## config.mk

```make
export PLATFORM = sky130hd
export DESIGN_NAME = ps2_scancode_to_ascii
export DESIGN_NICKNAME = d
export VERILOG_FILES = /design/src/design/ps2s_pkg.sv /design/src/design/ps2_scancode_to_ascii.sv /design/src/design/ps2s_front.sv /design/src/design/ps2s_queue.sv /design/src/design/ps2s_back.sv
export SDC_FILE = /design/constraint.sdc
export NUM_CORES = 1
export LEC_CHECK = 0
export ABC_AREA = 1
export BUFFER_PORTS_ARGS = -buffer_cell sky130_fd_sc_hd__buf_2
export CORE_MARGIN = 8
export CORE_UTILIZATION = 55
export CTS_CLUSTER_DIAMETER = 150
export DETAILED_ROUTE_END_ITERATION = 10
export GPL_TIMING_DRIVEN = 1
export HOLD_SLACK_MARGIN = 0.15
export PLACE_DENSITY_LB_ADDON = 0.25
export SYNTH_ARGS = -nofsm -noshare
export SYNTH_HDL_FRONTEND = slang
export SYNTH_SLANG_ARGS = --single-unit
```

## constraint.sdc

```tcl
create_clock -name i_clk -period 2.6 [get_ports i_clk]
set_clock_uncertainty 0.2 [all_clocks]
set_input_delay 0.26 -clock i_clk [delete_from_list [all_inputs] [get_ports i_clk]]
set_output_delay 0.26 -clock i_clk [all_outputs]
set_load 0.02 [all_outputs]
```

## src/design/ps2s_pkg.sv

```systemverilog
// Package for the PS/2 scan code set 1 to ASCII translator.
// Holds the command struct between front and back, the key codes and the
// character tables. No dependencies.
package ps2s_pkg;

    localparam int TableLen = 58;
    localparam int IndexW   = $clog2(TableLen);
    localparam int CharW    = 7;
    localparam int CodeW    = 8;

    localparam logic [CodeW-1:0] CodePrefix     = 8'hE0;
    localparam logic [CodeW-1:0] CodeLShiftMake = 8'h2A;
    localparam logic [CodeW-1:0] CodeRShiftMake = 8'h36;
    localparam logic [CodeW-1:0] CodeLShiftBrk  = 8'hAA;
    localparam logic [CodeW-1:0] CodeRShiftBrk  = 8'hB6;
    localparam logic [CodeW-1:0] CodeCapsMake   = 8'h3A;

    localparam logic [CharW-1:0] CaseBit = 7'h20;

    // One table lookup handed from the front to the back.
    typedef struct packed {
        logic [IndexW-1:0] index;
        logic              shifted;
        logic              caps;
    } t_cmd;

    localparam logic [CharW-1:0] PlainMap [TableLen] = '{
        7'h00, 7'h00, 7'h31, 7'h32, 7'h33, 7'h34, 7'h35, 7'h36, 7'h37, 7'h38,
        7'h39, 7'h30, 7'h2D, 7'h3D, 7'h08, 7'h09, 7'h71, 7'h77, 7'h65, 7'h72,
        7'h74, 7'h79, 7'h75, 7'h69, 7'h6F, 7'h70, 7'h5B, 7'h5D, 7'h0A, 7'h00,
        7'h61, 7'h73, 7'h64, 7'h66, 7'h67, 7'h68, 7'h6A, 7'h6B, 7'h6C, 7'h3B,
        7'h27, 7'h60, 7'h00, 7'h5C, 7'h7A, 7'h78, 7'h63, 7'h76, 7'h62, 7'h6E,
        7'h6D, 7'h2C, 7'h2E, 7'h2F, 7'h00, 7'h2A, 7'h00, 7'h20
    };

    localparam logic [CharW-1:0] ShiftedMap [TableLen] = '{
        7'h00, 7'h01, 7'h21, 7'h40, 7'h23, 7'h24, 7'h25, 7'h5E, 7'h26, 7'h2A,
        7'h28, 7'h29, 7'h5F, 7'h2B, 7'h08, 7'h09, 7'h51, 7'h57, 7'h45, 7'h52,
        7'h54, 7'h59, 7'h55, 7'h49, 7'h4F, 7'h50, 7'h7B, 7'h7D, 7'h0A, 7'h00,
        7'h41, 7'h53, 7'h44, 7'h46, 7'h47, 7'h48, 7'h4A, 7'h4B, 7'h4C, 7'h3A,
        7'h22, 7'h7E, 7'h00, 7'h7C, 7'h5A, 7'h58, 7'h43, 7'h56, 7'h42, 7'h4E,
        7'h4D, 7'h3C, 7'h3E, 7'h3F, 7'h00, 7'h2A, 7'h00, 7'h20
    };

endpackage

```

## src/design/ps2_scancode_to_ascii.sv

```systemverilog
// Top level of the PS/2 scan code set 1 to ASCII translator.
// Instantiates ps2s_front, ps2s_queue and ps2s_back; depends on ps2s_pkg.
//
// The block takes one set 1 scan code byte per input beat and gives at most
// one 7-bit ASCII character per output beat. It tracks shift, caps lock and
// the 0xE0 extended prefix: the byte after a prefix is dropped, break codes
// only release shift (0xAA, 0xB6), make codes 0x2A and 0x36 press shift and
// 0x3A toggles caps lock on every make, repeats included. Make codes below
// 0x3A are looked up in a plain or shifted table, letter case is inverted
// while caps lock is on, and zero entries produce no output beat. An input
// beat is taken every cycle as long as the two-entry lookup queue is not
// full; the front updates the flags in the cycle of acceptance, and the back
// pops one queued lookup per cycle into its output register whenever that
// register is empty or being drained. A character passes through a queue
// entry and then the output register before it appears on the output, at a
// sustained rate of one beat per cycle when the receiver keeps i_ready high.
module ps2_scancode_to_ascii (
    input  logic                       i_clk,
    input  logic                       i_rst_n,
    input  logic                       i_valid,
    output logic                       o_ready,
    input  logic [ps2s_pkg::CodeW-1:0] i_scan_code,
    output logic                       o_valid,
    input  logic                       i_ready,
    output logic [ps2s_pkg::CharW-1:0] o_char_code
);
    import ps2s_pkg::*;

    logic push, full, pop, nonempty;
    t_cmd front_cmd, back_cmd;

    ps2s_front u_front (
        .i_clk       (i_clk),
        .i_rst_n     (i_rst_n),
        .i_valid     (i_valid),
        .o_ready     (o_ready),
        .i_scan_code (i_scan_code),
        .o_push      (push),
        .o_cmd       (front_cmd),
        .i_full      (full)
    );

    ps2s_queue u_queue (
        .i_clk      (i_clk),
        .i_rst_n    (i_rst_n),
        .i_push     (push),
        .i_cmd      (front_cmd),
        .o_full     (full),
        .i_pop      (pop),
        .o_nonempty (nonempty),
        .o_cmd      (back_cmd)
    );

    ps2s_back u_back (
        .i_clk       (i_clk),
        .i_rst_n     (i_rst_n),
        .i_nonempty  (nonempty),
        .i_cmd       (back_cmd),
        .o_pop       (pop),
        .o_valid     (o_valid),
        .i_ready     (i_ready),
        .o_char_code (o_char_code)
    );
endmodule

```

## src/design/ps2s_front.sv

```systemverilog
// Front part of the translator: takes scan code beats, keeps the keyboard
// flags and issues a table lookup command for make codes inside the table.
// Depends on ps2s_pkg.
module ps2s_front (
    input  logic                       i_clk,
    input  logic                       i_rst_n,
    input  logic                       i_valid,
    output logic                       o_ready,
    input  logic [ps2s_pkg::CodeW-1:0] i_scan_code,
    output logic                       o_push,
    output ps2s_pkg::t_cmd             o_cmd,
    input  logic                       i_full
);
    import ps2s_pkg::*;

    logic r_shift, n_shift;
    logic r_caps, n_caps;
    logic r_prefix, n_prefix;
    logic accept;
    logic lookup;

    assign o_ready = !i_full;
    assign accept  = i_valid && o_ready;

    always_comb begin
        n_shift  = r_shift;
        n_caps   = r_caps;
        n_prefix = r_prefix;
        lookup   = 1'b0;
        if (i_scan_code == CodePrefix) begin
            n_prefix = 1'b1;
        end else if (r_prefix) begin
            n_prefix = 1'b0;
        end else if (i_scan_code[CodeW-1]) begin
            if (i_scan_code == CodeLShiftBrk || i_scan_code == CodeRShiftBrk) begin
                n_shift = 1'b0;
            end
        end else begin
            if (i_scan_code == CodeLShiftMake || i_scan_code == CodeRShiftMake) begin
                n_shift = 1'b1;
            end
            if (i_scan_code == CodeCapsMake) begin
                n_caps = !r_caps;
            end
            lookup = (i_scan_code < CodeW'(TableLen));
        end
    end

    always_ff @(posedge i_clk) begin
        if (!i_rst_n) begin
            r_shift  <= 1'b0;
            r_caps   <= 1'b0;
            r_prefix <= 1'b0;
        end else if (accept) begin
            r_shift  <= n_shift;
            r_caps   <= n_caps;
            r_prefix <= n_prefix;
        end
    end

    assign o_push        = accept && lookup;
    assign o_cmd.index   = i_scan_code[IndexW-1:0];
    assign o_cmd.shifted = n_shift;
    assign o_cmd.caps    = n_caps;

    a_prefix_set: assert property (@(posedge i_clk) disable iff (!i_rst_n)
        accept && i_scan_code == CodePrefix |=> r_prefix)
        else $error("prefix flag not set after prefix byte");
    a_no_push_prefix: assert property (@(posedge i_clk) disable iff (!i_rst_n)
        r_prefix && accept |-> !o_push)
        else $error("byte after prefix issued a lookup");
endmodule

```

## src/design/ps2s_queue.sv

```systemverilog
// Two-entry command queue between the front and the back of the translator.
// Depends on ps2s_pkg.
module ps2s_queue (
    input  logic           i_clk,
    input  logic           i_rst_n,
    input  logic           i_push,
    input  ps2s_pkg::t_cmd i_cmd,
    output logic           o_full,
    input  logic           i_pop,
    output logic           o_nonempty,
    output ps2s_pkg::t_cmd o_cmd
);
    import ps2s_pkg::*;

    localparam int Depth = 2;
    localparam int PtrW  = $clog2(Depth);

    t_cmd              r_mem [Depth];
    logic [PtrW-1:0]   r_wptr, r_rptr;
    logic [PtrW:0]     r_count;

    assign o_full     = (r_count == (PtrW+1)'(Depth));
    assign o_nonempty = (r_count != '0);
    assign o_cmd      = r_mem[r_rptr];

    always_ff @(posedge i_clk) begin
        if (i_push) begin
            r_mem[r_wptr] <= i_cmd;
        end
    end

    always_ff @(posedge i_clk) begin
        if (!i_rst_n) begin
            r_wptr  <= '0;
            r_rptr  <= '0;
            r_count <= '0;
        end else begin
            if (i_push) begin
                r_wptr <= r_wptr + 1'b1;
            end
            if (i_pop) begin
                r_rptr <= r_rptr + 1'b1;
            end
            if (i_push && !i_pop) begin
                r_count <= r_count + 1'b1;
            end else if (i_pop && !i_push) begin
                r_count <= r_count - 1'b1;
            end
        end
    end

    a_no_overflow: assert property (@(posedge i_clk) disable iff (!i_rst_n)
        !(i_push && o_full))
        else $error("push into full queue");
    a_no_underflow: assert property (@(posedge i_clk) disable iff (!i_rst_n)
        !(i_pop && !o_nonempty))
        else $error("pop from empty queue");
endmodule

```

## src/design/ps2s_back.sv

```systemverilog
// Back part of the translator: looks up the character, applies caps lock and
// holds nonzero characters in the output register. Depends on ps2s_pkg.
module ps2s_back (
    input  logic                       i_clk,
    input  logic                       i_rst_n,
    input  logic                       i_nonempty,
    input  ps2s_pkg::t_cmd             i_cmd,
    output logic                       o_pop,
    output logic                       o_valid,
    input  logic                       i_ready,
    output logic [ps2s_pkg::CharW-1:0] o_char_code
);
    import ps2s_pkg::*;

    logic             r_valid, n_valid;
    logic [CharW-1:0] r_char;
    logic [CharW-1:0] raw_char, fin_char;

    always_comb begin
        raw_char = i_cmd.shifted ? ShiftedMap[i_cmd.index] : PlainMap[i_cmd.index];
        fin_char = raw_char;
        if (i_cmd.caps) begin
            if (raw_char inside {[7'h61:7'h7A]}) begin
                fin_char = raw_char & ~CaseBit;
            end else if (raw_char inside {[7'h41:7'h5A]}) begin
                fin_char = raw_char | CaseBit;
            end
        end
    end

    // A lookup that yields zero is popped and dropped.
    assign o_pop = i_nonempty && (!r_valid || i_ready);

    always_comb begin
        n_valid = r_valid && !i_ready;
        if (o_pop && fin_char != '0) begin
            n_valid = 1'b1;
        end
    end

    always_ff @(posedge i_clk) begin
        if (!i_rst_n) begin
            r_valid <= 1'b0;
        end else begin
            r_valid <= n_valid;
        end
    end

    always_ff @(posedge i_clk) begin
        if (o_pop && fin_char != '0) begin
            r_char <= fin_char;
        end
    end

    assign o_valid     = r_valid;
    assign o_char_code = r_char;

    a_nonzero: assert property (@(posedge i_clk) disable iff (!i_rst_n)
        r_valid |-> r_char != '0)
        else $error("zero character presented");
endmodule
```

# After elaboration in Yosys (flattened, before gate mapping)
# Memory sizes are Yosys's and may differ from the RTL's. A register that Yosys moved wholly into a read port is not among the register bits.
# Index checks and enable logic that the tools add are counted.
[totals]
input_bits = 12
word_cells = 78
memories = 3
romBits = 896
reg_bits = 15
mem_bits_rw = 16
output_inout_bits = 9
[op_classes]
n_mux = 28
n_reduce_logical = 21
n_addsub = 4
bitwise_logic = 1
n_eq_ne = 7
n_lt_le_gt_ge = 6
[memory_table]
columns = ["name", "words", "width", "read_ports", "rd_clocked_by_memory_dff", "wr", "line", "rtl"]
rows = [
  ["(name not given)", 64, 7, 1, 0, 0, "ps2s_back.sv:20", "raw_char = i_cmd.shifted ? ShiftedMap[i_cmd.index] : PlainMap[i_cmd.index];"],
  ["(name not given)", 64, 7, 1, 0, 0, "ps2s_back.sv:20", ""],
  ["u_queue.r_mem", 2, 8, 1, 1, 1, "ps2s_queue.sv:18", "t_cmd r_mem [Depth];"],
]
[ops]
columns = ["cell", "n"]
rows = [
  ["7-bit two-way mux", 5],
  ["8-bit by 6-bit == test with 1-bit output, second input constant", 3],
  ["8-bit == test, second input constant", 3],
  ["7-bit greater-or-equal comparator, second input constant", 3],
  ["1-bit two-way mux", 18],
  ["6-bit two-way mux", 3],
  ["7-bit less-or-equal comparator, second input constant", 2],
  ["1-bit logical AND", 9],
  ["8-bit by 6-bit < comparator with 1-bit output, second input constant", 1],
  ["6-bit NOT with 7-bit output", 1],
  ["7-bit nonzero test", 1],
  ["1-bit logical NOT", 6],
  ["2-bit two-way mux", 2],
  ["2-bit nonzero test", 2],
  ["1-bit logical OR", 3],
  ["1-bit adder, second input constant", 2],
  ["2-bit by 1-bit adder with 2-bit output, second input constant", 1],
  ["2-bit == test, second input constant", 1],
  ["2-bit by 1-bit subtractor with 2-bit output, second input constant", 1],
]

# Logic depth before layout (Yosys ltp)
[logic_depth]
ltp_word = 13
ltp_mapped = 21
ltp_nobuf = 20

# Hierarchy
# A second synthesis with hierarchy kept.
[hier_totals]
hier_cells = 394
hier_area_um2 = 2701.3
[by_module_without_submodules]
columns = ["mod", "cells_per_inst", "area_per_inst_um2", "seq_area_each_um2", "instances"]
rows = [
  ["ps2s_back", 263, 1451.4, 230.2, 1],
  ["ps2s_queue", 60, 842.1, 580.6, 1],
  ["ps2s_front", 71, 407.9, 60.1, 1],
]

# Least setup slack after synthesis
# No wires, ideal clock.
[synth_path]
path_type = "register to register"
startpoint = "register (tool-made name)"
endpoint = "register u_back.r_char[0] (netlist: u_back.o_char_code[0]) (enable)"
stages_incl_launch_ff = 20
synth_period_minus_slack_ns = 2.606
t_arrival_ns = 2.087
path_buffers = 1
slack_ns = -0.006
cell_sequence = "dfxtp_1 > inv_2 > buf_6 > nand2_1 > nand2_1 > ha_1 > inv_1 > nand3_2 > inv_1 > nand2_1 > nand3_1 > nor2_1 > nor2_1 > nand2_1 > nand2_1 > nand2_1 > nor2_2 > nand3_1 > nand2_1 > inv_1"
[synth_rtl]
columns = ["item", "line", "rtl"]
rows = [
  ["end signal: assignment", "ps2s_back.sv:51", "r_char <= fin_char;"],
  ["end: declaration", "ps2s_back.sv:16", "logic [CharW-1:0] r_char;"],
]

==> impl_metrics.py <==
metrics = {
    "placed_design": {
        "dp_slack_ns": -0.0250,
        "finalWeightedCongestion": 0.972,
        "post-dp-hpwl_um": 5500,
        "placed_cells": 482,
        "io_buffers": 20,
    },
    "die": {
        "initial_core_util_pct": 56.4,
        "dieArea_um2": 7290,
        "die_x_um": 85.4,
        "dieHeight_um": 85.4,
        "core_um2": 4690,
        "boundaryPins": 21,
        "fp-row-count": 25,
    },
    "route": {
        "drt-total-wl_um": 7910,
        "wl_per_cell_um": 15.5,
        "via_per_inst": 5.57,
        "drc": 0,
        "via_count": 2845,
        "postRouteAntennaNets": 0,
        "drt_pass1_iterations": 8,
        "drtIter0Drc": 284,
    },
    "synthesis": {
        "syn_inst": 388,
        "synth_top_area_cell": "edfxtp_1",
        "ys_ff_latch": 32,
        "synth_top_cell_area_share_pct": 26.1,
        "syn_avg_cell_area_um2": 6.82,
        "synth_cell_type_count": 32,
        "yosysWarnings": 0,
        "synth_area_um2": 2650,
        "ys_top_cells_by_area": "edfxtp_1 (26%), nand2_1 (17%), nand3_1 (11%)",
        "synth_nets": 411,
        "synth_seq_area_share_pct": 32.9,
    },
    "pwr": {
        "power_density_nw_per_um2": 1300,
        "vdd_ir_drop_max_uv": 695,
        "p_leak_nw": 1.72,
        "total_power_mw": 4.65,
    },
    "setup_path": {
        "worstPathArrival_ns": 2.37,
        "crit_path_start_kind": "flop",
        "critical_path_class": "flop to flop",
        "cp-end-kind": "flop",
        "critPathMaxFanout": 5,
        "cp.required_ns": 2.45,
        "r2r_slack_ns": 0.08,
    },
    "global_route": {
        "grt_pass1_wl_um": 12800,
        "grt_use_total_pct": 21.7,
        "antenna_found_initial": 0,
        "overflow": 0,
        "grt_pass1_vias": 2827,
        "grt_start_max_net_pins": 21,
    },
    "cells_and_area": {
        "final_cells": 511,
        "area_growth_pct": 35.5,
        "diodes": 0,
        "nets": 479,
        "fillers": 348,
        "drive_gt1_share_pct": 34.8,
    },
    "timing": {
        "finalSetupViolCount": 0,
        "relSlewSlack_pct": 63.4,
        "rsz0062_at_grt": "yes",
        "hold_viol": 0,
        "fin_ws_ns": 0.0842,
        "setup_tns_ns": 0,
        "fmax_ghz": 0.397,
        "fin_crit_sh_pct": 96.8,
        "drv_slew": 0,
        "fin_crit_ns": 2.52,
        "whs_ns": 0.175,
        "worstMarginPinSlew_ns": 0.542,
    },
    "clock_network": {
        "cts.clk_slew.worst_paths_ns": 0.07,
        "numCtsBuffers": 5,
        "clockBufferDepth": 2,
        "cts_tree": "yes",
        "htreeDepth": 2,
        "clock-sinks": 32,
        "insertion_delay_ns": 0.29,
        "ctsRootBufferMaster": "clkbuf_8",
    },
    "worst_hold_path": {
        "hold_class": "primary input to flop",
    },
    "flow_run": {
        "maxCapViolCount": 0,
    },
    "status": {
        "status": "finished, final reports clean",
    },
}
-- synth_stat cells --
cell type / instances
nand2_1: 118
nand3_1: 56
inv_1: 48
nor2_1: 33
edfxtp_1: 23
a21oi_1: 20
ha_1: 11
o21ai_0: 11
nand2_2: 10
buf_6: 9
dfxtp_1: 9
buf_2: 4
o211ai_1: 4
o21ai_1: 4
inv_2: 3
nand3_2: 3
nor2_2: 3
a21oi_2: 2
a31oi_1: 2
nand3b_1: 2
xor2_1: 2
a211oi_1: 1
a21boi_1: 1
nand2_4: 1
nand2_8: 1
nand4_1: 1
nor2_4: 1
nor3_1: 1
o21ai_2: 1
o41ai_1: 1
or2_1: 1
or2_2: 1
-- timing repair --
item / 4_1_cts / 5_1_grt
setup buffers: 0 / 11
hold buffers: 10 / 0
endpoints found under the hold margin: 18 / 0
pin swaps: 0 / 35
setup endpoints to repair: 8 / 9
resized for setup: 2 / 87
-- state kept, by name (all words and copies together), names as in the netlist, named ones only --
signal	cells
u_back.o_char_code	7
u_back.o_valid	1
u_queue.r_rptr	1
u_queue.r_mem	16
u_queue.r_count	2
u_front.r_prefix	1
u_queue.r_wptr	1
u_front.r_caps	1
u_front.r_shift	1
-- metrics by stage --
stage / cell area, um^2 / utilization [%]
floorplan: 2650 / -
global placement: 2970 / 63.2
detailed placement: 2970 / 63.2
CTS: 3180 / 67.8
global route: 3590 / 76.4
finish: 3590 / 76.4
-- path summary, 6_finish.rpt --
kind / start / end / cells past startpoint
worst max register to register: flop / u_back.o_char_code[5]$_DFFE_PP_ / 19
worst max-delay path: flop / u_back.o_char_code[5]$_DFFE_PP_ / 19
worst min-delay path: i_valid / u_front.r_caps$_SDFFE_PN0P_ / 4
worst min register to register: u_queue.r_rptr$_SDFFE_PN0P_ / u_queue.r_rptr$_SDFFE_PN0P_ / 1
-- worst max-delay path, stage by stage (launching register included) --
cell,delay [ns]
dfxtp_4,0.36
buf_6,0.13
nand2_1,0.06
nand2_2,0.11
buf_6,0.15
ha_2,0.18
inv_2,0.06
nand2_2,0.07
a21oi_1,0.14
nand2_1,0.06
nor2_1,0.12
nand2_1,0.07
nand2_2,0.11
nand2_4,0.06
nor2_4,0.13
nand2_2,0.08
nand3_2,0.05
nand2_1,0.05
nand2_1,0.06
inv_1,0.04
-- placed cells by master, fill, tap and decap left out, types with 2 or more instances in the layout --
cell,n
nand2_1,92
inv_1,41
nand3_1,41
buf_4,36
nor2_1,28
nand2_2,28
edfxtp_1,23
buf_2,20
a21oi_1,19
nand3_2,17
dlygate4sd3_1,10
nand2_4,9
o21ai_0,9
dfxtp_1,8
inv_2,7
nor2_4,6
o21ai_1,5
ha_1,5
clkbuf_8,5
buf_6,5
o211ai_1,4
ha_4,4
inv_4,3
a21oi_2,3
nor2_2,3
buf_12,3
a31oi_1,2
xor2_1,2
o21ai_2,2
nand3b_1,2
ha_2,2
-- where the power goes --
group | internal (mW) | leakage, nW | switching [mW]
Sequential | 0.719 | 0.287 | 0.0498
Combinational | 1.34 | 1.38 | 2.07
Clock | 0.284 | 0.0552 | 0.183
Total | 2.34 | 1.72 | 2.30
-- layout make-up --
| class | instances | area (um^2) | area share [%] |
|---|---|---|---|
| clock inverters | 2 | 35.0 | 0.977 |
| flip-flops and latches | 32 | 875 | 24.4 |
| well taps | 54 | 67.6 | 1.88 |
| inverters | 51 | 199 | 5.55 |
| multi-input cells | 292 | 1750 | 48.8 |
| repair buffers | 74 | 587 | 16.4 |
| clock buffers | 6 | 72.6 | 2.02 |
-- metal layers --
metal / part of all wire [%] / global-route usage (%)
met4: 2.9 / 11.0
met2: 52 / 38.6
met5: 0 / 0
met3: 6.2 / 4.34
met1: 39 / 23.8
-- logic make-up (layout without fill, tap and decap cells) --
group / count (synthesis) / in the layout / share of synthesized area [%]
XOR/XNOR: 2 / 2 / 0.662
AND/OR/NAND/NOR: 232 / 232 / 39.3
buffers and inverters: 64 / 133 / 11.8
AO/OA/AOI/OAI: 47 / 47 / 10.1
adder cells (fa/ha/maj): 11 / 11 / 5.20
flip-flops: 32 / 32 / 32.9
(Power assumes the default switching activity.)
